===== src/hdl/bems_pkg.sv =====
// Types and constants of the ball motion step block.
`timescale 1ns / 1ps

package bems_pkg;

	localparam int unsigned QW   = 24;
	localparam int unsigned FW   = 16;
	localparam int unsigned TOLW = 23;
	localparam int unsigned RADW = 8;

	typedef logic signed [QW-1:0] q_t;

	// Request modes.
	localparam logic [1:0] MODE_TICK  = 2'd0;
	localparam logic [1:0] MODE_FORCE = 2'd1;
	localparam logic [1:0] MODE_SINK  = 2'd2;
	localparam logic [1:0] MODE_PLACE = 2'd3;

	// Sink status codes.
	localparam logic [1:0] ST_TABLE   = 2'd0;
	localparam logic [1:0] ST_SINKING = 2'd1;
	localparam logic [1:0] ST_SUNK    = 2'd2;

	// Configuration register indexes.
	localparam logic [1:0] REG_TIME_STEP = 2'd0;
	localparam logic [1:0] REG_DRAG      = 2'd1;
	localparam logic [1:0] REG_TOLERANCE = 2'd2;

	localparam logic [FW-1:0]   TIME_STEP_RST = 16'd1092;
	localparam logic [FW-1:0]   DRAG_RST      = 16'd64881;
	localparam logic [TOLW-1:0] TOLERANCE_RST = 23'd26;

	localparam q_t Q_ONE  = 24'sd256;
	localparam q_t Q_FIVE = 24'sd1280;

	typedef struct packed {
		logic [1:0]      mode;
		q_t              value_x;
		q_t              value_y;
		logic [RADW-1:0] radius_in;
	} in_item_t;

	typedef struct packed {
		q_t              position_x;
		q_t              position_y;
		q_t              velocity_x;
		q_t              velocity_y;
		logic [RADW-1:0] radius_out;
		logic [1:0]      sink_status;
	} out_item_t;

	typedef struct packed {
		logic [1:0]      index;
		logic [TOLW-1:0] value;
	} cfg_req_t;

	// Clamp a 25-bit signed sum to the Q16.8 range.
	function automatic q_t sat25(input logic signed [QW:0] v);
		if (v[QW] != v[QW-1]) begin
			return v[QW] ? {1'b1, {(QW-1){1'b0}}} : {1'b0, {(QW-1){1'b1}}};
		end
		return v[QW-1:0];
	endfunction

	// Magnitude of a Q16.8 value; the most negative value maps to 2^23.
	function automatic logic [QW-1:0] mag(input q_t v);
		return v[QW-1] ? (~v + QW'(1)) : v;
	endfunction

endpackage


===== src/hdl/bems_if.sv =====
// Request, result and configuration channels of the ball motion step block.
`timescale 1ns / 1ps

interface bems_item_if;
	import bems_pkg::*;
	logic     valid;
	logic     ready;
	in_item_t data;
	modport source (output valid, output data, input ready);
	modport sink (input valid, input data, output ready);
endinterface

interface bems_result_if;
	import bems_pkg::*;
	logic      valid;
	logic      ready;
	out_item_t data;
	modport source (output valid, output data, input ready);
	modport sink (input valid, input data, output ready);
endinterface

interface bems_cfg_if;
	import bems_pkg::*;
	logic     valid;
	logic     ready;
	cfg_req_t data;
	modport source (output valid, output data, input ready);
	modport sink (input valid, input data, output ready);
endinterface


===== src/hdl/ball_euler_motion_step.sv =====
// Top level of the single-ball Euler motion step with drag and sinking.
`timescale 1ns / 1ps

// The block holds one ball in signed Q16.8 and takes one request at a time on
// the item channel: place the ball, add a force, start sinking toward a hole,
// or advance one tick. Every request returns one result on the result channel,
// the ball state after it. The tick arithmetic runs through one shared 24 x 16 bit
// multiplier, followed by a register, and one saturating adder under a small
// step sequencer; force requests use their own saturating adds. A tick on
// the table runs six products through the multiplier, overlapped with their
// write-backs, a sinking tick runs two, and every other request goes straight
// from idle to the done state. The item channel is ready only while the
// sequencer is idle. The finished result sits in an output register, so the
// next request is taken while it still waits; a result is held back only when
// the one before it has not been taken. Configuration writes are always
// accepted and should only be issued while no request is in flight; a write
// to an index past the velocity tolerance register is ignored.

module ball_euler_motion_step (
	input logic            clk,
	input logic            arst_n,
	bems_item_if.sink      item,
	bems_result_if.source  result,
	bems_cfg_if.sink       cfg
);
	import bems_pkg::*;

	typedef enum logic [1:0] {
		S_IDLE,
		S_TABLE,
		S_SINK,
		S_DONE
	} state_t;

	localparam logic [2:0] TABLE_LAST = 3'd6;
	localparam logic [2:0] SINK_LAST  = 3'd3;

	state_t          state_q;
	logic [2:0]      step_q;

	logic [FW-1:0]   time_step_q;
	logic [FW-1:0]   drag_q;
	logic [TOLW-1:0] tolerance_q;

	q_t              pos_x_q, pos_y_q;
	q_t              vel_x_q, vel_y_q;
	q_t              force_x_q, force_y_q;
	q_t              hole_x_q, hole_y_q;
	logic [RADW-1:0] radius_q;
	logic [1:0]      status_q;

	logic            res_valid_q;
	out_item_t       res_q;
	logic            load_res;

	// Shared multiplier and its pipeline register.
	q_t                  mul_a;
	logic [FW-1:0]       mul_f;
	logic signed [40:0]  prod_d;
	logic signed [40:0]  prod_q;
	logic signed [40:0]  rnd_wide;
	logic signed [QW:0]  rnd_25;
	q_t                  rnd;

	// Shared saturating adder.
	q_t                  add_a;
	q_t                  add_b;
	logic                add_sub;
	logic signed [QW:0]  sum_25;
	q_t                  sum;
	logic                below_tol;

	// Plain saturating adds for the force accumulator.
	q_t                  force_x_next, force_y_next;

	assign prod_d   = 41'(mul_a) * 41'($signed({1'b0, mul_f}));
	// Round half up, then floor the division by 2^16 with an arithmetic shift.
	assign rnd_wide = prod_q + 41'sd32768;
	assign rnd_25   = rnd_wide[40:16];
	assign rnd      = sat25(rnd_25);

	assign sum_25    = add_sub ? ({add_a[QW-1], add_a} - {add_b[QW-1], add_b})
	                           : ({add_a[QW-1], add_a} + {add_b[QW-1], add_b});
	assign sum       = sat25(sum_25);
	assign below_tol = mag(sum) < {1'b0, tolerance_q};

	assign force_x_next = sat25({force_x_q[QW-1], force_x_q}
	                            + {item.data.value_x[QW-1], item.data.value_x});
	assign force_y_next = sat25({force_y_q[QW-1], force_y_q}
	                            + {item.data.value_y[QW-1], item.data.value_y});

	// Step schedule. On the table each step writes back the product issued in
	// the step before, so a velocity is already updated when the position
	// step reads it. A sinking tick first forms the velocity toward the hole.
	always_comb begin
		mul_a   = force_x_q;
		mul_f   = time_step_q;
		add_a   = vel_x_q;
		add_b   = rnd;
		add_sub = 1'b0;
		case (state_q)
			S_TABLE: begin
				case (step_q)
					3'd0: begin
						mul_a = force_x_q;
					end
					3'd1: begin
						add_a = vel_x_q;
						mul_a = force_y_q;
					end
					3'd2: begin
						add_a = vel_y_q;
						mul_a = vel_x_q;
					end
					3'd3: begin
						add_a = pos_x_q;
						mul_a = vel_y_q;
					end
					3'd4: begin
						add_a = pos_y_q;
						mul_a = vel_x_q;
						mul_f = drag_q;
					end
					3'd5: begin
						add_a = '0;
						mul_a = vel_y_q;
						mul_f = drag_q;
					end
					default: begin
						add_a = '0;
					end
				endcase
			end
			S_SINK: begin
				case (step_q)
					3'd0: begin
						add_a   = hole_x_q;
						add_b   = pos_x_q;
						add_sub = 1'b1;
					end
					3'd1: begin
						add_a   = hole_y_q;
						add_b   = pos_y_q;
						add_sub = 1'b1;
						mul_a   = vel_x_q;
					end
					3'd2: begin
						add_a = pos_x_q;
						mul_a = vel_y_q;
					end
					default: begin
						add_a = pos_y_q;
					end
				endcase
			end
			default: begin
			end
		endcase
	end

	assign load_res = (state_q == S_DONE) && (!res_valid_q || result.ready);

	always_ff @(posedge clk) begin
		prod_q <= prod_d;
		if (load_res) begin
			res_q.position_x  <= pos_x_q;
			res_q.position_y  <= pos_y_q;
			res_q.velocity_x  <= vel_x_q;
			res_q.velocity_y  <= vel_y_q;
			res_q.radius_out  <= radius_q;
			res_q.sink_status <= status_q;
		end
	end

	always_ff @(posedge clk or negedge arst_n) begin
		if (!arst_n) begin
			time_step_q <= TIME_STEP_RST;
			drag_q      <= DRAG_RST;
			tolerance_q <= TOLERANCE_RST;
		end else if (cfg.valid) begin
			case (cfg.data.index)
				REG_TIME_STEP: time_step_q <= cfg.data.value[FW-1:0];
				REG_DRAG:      drag_q      <= cfg.data.value[FW-1:0];
				REG_TOLERANCE: tolerance_q <= cfg.data.value;
				default: begin
				end
			endcase
		end
	end

	always_ff @(posedge clk or negedge arst_n) begin
		if (!arst_n) begin
			state_q     <= S_IDLE;
			step_q      <= '0;
			res_valid_q <= 1'b0;
			pos_x_q     <= '0;
			pos_y_q     <= '0;
			vel_x_q     <= '0;
			vel_y_q     <= '0;
			force_x_q   <= '0;
			force_y_q   <= '0;
			hole_x_q    <= '0;
			hole_y_q    <= Q_ONE;
			radius_q    <= '0;
			status_q    <= ST_TABLE;
		end else begin
			// The output register fills as the sequencer finishes and empties
			// when the waiting result is taken.
			if (load_res) begin
				res_valid_q <= 1'b1;
			end else if (res_valid_q && result.ready) begin
				res_valid_q <= 1'b0;
			end
			case (state_q)
				S_IDLE: begin
					step_q <= '0;
					if (item.valid) begin
						case (item.data.mode)
							MODE_TICK: begin
								if (status_q == ST_TABLE) begin
									state_q <= S_TABLE;
								end else if (status_q == ST_SINKING) begin
									state_q <= S_SINK;
								end else begin
									state_q <= S_DONE;
								end
							end
							MODE_FORCE: begin
								state_q   <= S_DONE;
								force_x_q <= force_x_next;
								force_y_q <= force_y_next;
							end
							MODE_SINK: begin
								state_q  <= S_DONE;
								status_q <= ST_SINKING;
								hole_x_q <= item.data.value_x;
								hole_y_q <= item.data.value_y;
							end
							default: begin
								state_q   <= S_DONE;
								pos_x_q   <= item.data.value_x;
								pos_y_q   <= item.data.value_y;
								vel_x_q   <= '0;
								vel_y_q   <= '0;
								force_x_q <= '0;
								force_y_q <= '0;
								hole_x_q  <= '0;
								hole_y_q  <= Q_ONE;
								radius_q  <= item.data.radius_in;
								status_q  <= ST_TABLE;
							end
						endcase
					end
				end
				S_TABLE: begin
					step_q <= step_q + 3'd1;
					case (step_q)
						3'd1: vel_x_q <= sum;
						3'd2: vel_y_q <= sum;
						3'd3: pos_x_q <= sum;
						3'd4: pos_y_q <= sum;
						3'd5: vel_x_q <= below_tol ? '0 : sum;
						3'd6: vel_y_q <= below_tol ? '0 : sum;
						default: begin
						end
					endcase
					if (step_q == TABLE_LAST) begin
						force_x_q <= '0;
						force_y_q <= '0;
						state_q   <= S_DONE;
					end
				end
				S_SINK: begin
					step_q <= step_q + 3'd1;
					case (step_q)
						3'd0: vel_x_q <= sum;
						3'd1: vel_y_q <= sum;
						3'd2: pos_x_q <= sum;
						default: begin
							pos_y_q <= sum;
							if (radius_q != '0) begin
								radius_q <= radius_q - RADW'(1);
							end
							if ((mag(vel_x_q) < Q_FIVE) && (mag(vel_y_q) < Q_FIVE)) begin
								status_q <= ST_SUNK;
							end
						end
					endcase
					if (step_q == SINK_LAST) begin
						state_q <= S_DONE;
					end
				end
				default: begin
					if (load_res) begin
						state_q <= S_IDLE;
					end
				end
			endcase
		end
	end

	assign item.ready   = (state_q == S_IDLE);
	assign cfg.ready    = 1'b1;
	assign result.valid = res_valid_q;
	assign result.data  = res_q;

endmodule


===== src/flat_wrapper.sv =====
// flat-port wrapper written by rule: the top's interface ports become plain ports
module ball_euler_motion_step_flat import bems_pkg::*;
  (clk, arst_n, item_valid, item_data, item_ready, result_valid, result_data, result_ready, cfg_valid, cfg_data, cfg_ready);
  bems_item_if item_i ();
  bems_result_if result_i ();
  bems_cfg_if cfg_i ();
  input logic clk;
  input logic arst_n;
  input wire logic [$bits(item_i.valid)-1:0] item_valid;
  input wire logic [$bits(item_i.data)-1:0] item_data;
  output wire logic [$bits(item_i.ready)-1:0] item_ready;
  output wire logic [$bits(result_i.valid)-1:0] result_valid;
  output wire logic [$bits(result_i.data)-1:0] result_data;
  input wire logic [$bits(result_i.ready)-1:0] result_ready;
  input wire logic [$bits(cfg_i.valid)-1:0] cfg_valid;
  input wire logic [$bits(cfg_i.data)-1:0] cfg_data;
  output wire logic [$bits(cfg_i.ready)-1:0] cfg_ready;
  assign item_i.valid = item_valid;
  assign item_i.data = item_data;
  assign item_ready = item_i.ready;
  assign result_valid = result_i.valid;
  assign result_data = result_i.data;
  assign result_i.ready = result_ready;
  assign cfg_i.valid = cfg_valid;
  assign cfg_i.data = cfg_data;
  assign cfg_ready = cfg_i.ready;
  ball_euler_motion_step u_core (.clk(clk), .arst_n(arst_n), .item(item_i), .result(result_i), .cfg(cfg_i));
endmodule

===== config.mk =====
export PLATFORM = sky130hd
export DESIGN_NAME = ball_euler_motion_step_flat
export DESIGN_NICKNAME = d
export VERILOG_FILES = /design/src/hdl/bems_pkg.sv /design/src/hdl/bems_if.sv /design/src/hdl/ball_euler_motion_step.sv /design/src/flat_wrapper.sv
export SDC_FILE = /design/constraint.sdc
export NUM_CORES = 2
export LEC_CHECK = 0
export CAP_MARGIN = 40
export CORE_MARGIN = 2
export CORE_UTILIZATION = 55
export CTS_BUF_LIST = sky130_fd_sc_hd__clkbuf_8
export DETAILED_ROUTE_END_ITERATION = 12
export DONT_BUFFER_PORTS = 1
export PLACE_DENSITY = 0.7
export SLEW_MARGIN = 40
export SYNTH_ARGS = -nofsm -noshare
export SYNTH_HDL_FRONTEND = slang
export SYNTH_SLANG_ARGS = --single-unit

===== constraint.sdc =====
create_clock -name clk -period 10.3 [get_ports clk]
set_clock_uncertainty 0.1 [all_clocks]
set_input_delay 1.03 -clock clk [delete_from_list [all_inputs] [get_ports clk]]
set_output_delay 1.03 -clock clk [all_outputs]
set_load 0.02 [all_outputs]

==> results.toml <==
[route]
vias = 34190
post_drt_wl_per_cell_um = 26.68
post-route-drc-count = 0
drtPass1Iterations = 11
via_per_inst = 6.467
wl_um = 141000
antenna_left = 0
first_iter_violations = 4554

[timing]
tns_ns = 0
rsz0062_at_grt = "no"
fin_crit_sh = 0.9645
max-slew-margin-rel = 0.2775
final_max_slew_viol_count = 0
max_freq_mhz = 100.7
finalHoldViolations = 0
finalSetupViolations = 0
hold_slack_ns = 0.09157
fin_ws_ns = 0.3654
fin_crit_ns = 9.935
worst_pin_slew_ns = 1.076

[logic_synthesis]
syn_inst = 4309
syn-num-nets = 4982
avgSynthCellArea_sq_um = 9.009
synth_edf_count = 106
synth_seq_cells = 395
ys.warnings.count = 0
synth_cell_types = 100
synth_area_sq_um = 38820
synth-seq-area-share = 0.2655
ys_async_sr_fraction = 0.6658
synth_flop_cell = "dfrtp_1"

[placed_design]
portBuffers = 0
dp_cells = 5135
gp_congestion = 1.012
dp_hpwl_um = 108900
place_ws_ns = -0.1294

[hold_path]
holdCritPathClass = "in2async"

[floorplanning]
fp.dieW_um = 269.7
core_sq_um = 69910
io_pins = 197
rows = 97
initial_core_util = 0.5553
die_area_sq_um = 72720
fp.dieH_um = 269.7

[global_route]
grt_pass1_wl_um = 208700
grt-ovfl-total = 0
grt_pass1_vias = 32460
grt_use_total = 0.3838
antenna_found_initial = 21
grt_max_degree = 246

[critical_path]
worst_ep_arrival_time_ns = 10.32
end_kind = "register"
critPathMaxStageDelay_ns = 0.53
startpoint_type = "register"
cp_max_fo = 47
critPathRequiredTime_ns = 10.68
worstSetupPathType = "reg2reg"
crit_slowest_cell = "fa_1"

[cts]
clockBufferDepth = 3
cts-buffers-inserted = 73
clk-insertion-delay-late_ns = 0.69
clkTransAtPathRegs_ns = 0.07
root_buffer = "clkbuf_8"
h-tree-depth = 3
cts_tree = "done"
clkSinkCount = 395

[finish]
drive_gt1_frac = 0.09945
multi_input_area_sq_um = 26050
syn2layout_area_growth_pct = 8.505
finalNonFillerCells = 5287
final_net_count = 4948
seqCellArea_sq_um = 10310
final.fill_count = 6214

[flow_run]
drv_cap = 0

[outcome]
status = "completed"
## stage by stage
stage	util	area (sq um)
floorplan	-	38820
global placement	0.5743	40150
detailed placement	0.5756	40240
CTS	0.5991	41880
global route	0.6022	42100
finish	0.6026	42120
## metal layers
layer / GRT usage / part of all wire / wire length (um)
met2: 0.5822 / 0.44 / 61950
met1: 0.5060 / 0.38 / 52940
met4: 0.2156 / 0.070 / 9862
met5: 0 / 0.00052 / 73
met3: 0.09280 / 0.11 / 16220
## cell type report
cell class | instances | share of cell area
well taps | 940 | 0.02792
inverters | 486 | 0.04331
repair buffers | 139 | 0.02691
clock inverters | 56 | 0.01248
flip-flops and latches | 395 | 0.2448
clock buffers | 78 | 0.02549
multi-input cells | 3180 | 0.6183
diodes | 13 | 0.0007723
## synthesized netlist by cell type (all sizes together), types with 90 or more instances
cell    count  area [sq um]
ha        207          2590
xnor2      98         858.3
a22oi      90         675.7
nand2     595          2236
o21ai     279          1396
a21oi     223          1116
inv       486          1824
edfxtp    106          3183
clkbuf    204         765.7
nor2      302          1136
fa        378          7567
dfrtp     245          6131
## placed cells by master, fill, tap and decap left out, types with 14 or more instances in the layout
cell,instances
nand4_1,28
o221ai_1,30
a22oi_1,90
o22ai_1,20
o21a_1,14
mux2_2,68
dfrtp_1,245
a211oi_1,19
edfxtp_1,106
o21ai_0,241
a221o_1,62
o21ai_1,38
ha_1,202
dfstp_2,18
mux2i_1,37
and2_1,22
nand2b_1,39
nor4_1,25
a2111oi_2,14
xor2_1,52
a22o_1,23
fa_1,378
nor2_1,296
dfxtp_1,23
nand2_1,593
a21o_1,65
a222oi_1,25
inv_1,504
clkbuf_8,78
and3_1,17
buf_4,130
o2bb2ai_1,15
xnor2_1,97
nor3_1,39
a31oi_1,40
o21bai_1,14
a21oi_1,221
nand3_1,43
nor2b_1,64
## worst paths after layout
| check | start | end | slack (ns) | depth (start not counted) |
|---|---|---|---|---|
| min in group clk | item_data[21] | u_core.hole_y_q[13]$_DFFE_PN0P_ | 0.37 | 2 |
| min | arst_n | u_core.hole_y_q[8]$_DFFE_PN1P_ | 0.09 | 0 |
| max in group asynchronous | arst_n | u_core.tolerance_q[15]$_DFFE_PN0P_ | 9.11 | 2 |
| min reg2reg | u_core.hole_y_q[16]$_DFFE_PN0P_ | u_core.hole_y_q[16]$_DFFE_PN0P_ | 0.38 | 2 |
| max reg2reg | u_core.step_q[1]$_DFFE_PN0P_ | u_core.prod_q[39]$_DFF_P_ | 0.37 | 32 |
| max | u_core.step_q[1]$_DFFE_PN0P_ | u_core.prod_q[39]$_DFF_P_ | 0.37 | 32 |
## sequential cells by signal, summed over array words and instances (netlist names)
name,flops
u_core.state_q,2
u_core.tolerance_q,23
u_core.force_x_q,24
u_core.vel_y_q,24
u_core.radius_q,8
u_core.hole_y_q,24
u_core.force_y_q,24
u_core.hole_x_q,24
u_core.result.data,106
u_core.step_q,3
u_core.status_q,2
u_core.vel_x_q,24
u_core.pos_y_q,24
u_core.result.valid,1
u_core.pos_x_q,24
u_core.time_step_q,16
u_core.drag_q,16
u_core.prod_q,26
## logic make-up after synthesis
family | count (synthesis) | share of synthesized area
buffers and inverters | 734 | 0.07184
XOR/XNOR | 151 | 0.03407
adder cells (fa/ha/maj) | 595 | 0.2643
other | 1 | 0.00009660
multiplexers | 110 | 0.03055
AND/OR/NAND/NOR | 1267 | 0.1486
flip-flops | 395 | 0.2655
AO/OA/AOI/OAI | 1056 | 0.1851
## worst max-delay path: cells and delay by family (launching register included)
family / cells / cell delay (ns)
AOI/OAI and AO/OA: 11 / 3.02
adders and majority gates: 8 / 3.54
and+or+nand+nor: 2 / 0.44
DFF: 1 / 0.51
buffers and inverters: 10 / 1.61
xor gates and xnor gates: 1 / 0.46
## what timing repair did
item,CTS,global route
gates resized for setup,2,43
endpoints found under the setup margin,1,56
endpoints found under the hold margin,245,0
cloned,0,0
hold buffers,1,0
pin swaps,0,5
setup buffers,0,2
Power is left out: the tool's default activity adds up to more than one toggle a clock period on the data nets, which glitch-free logic cannot reach.
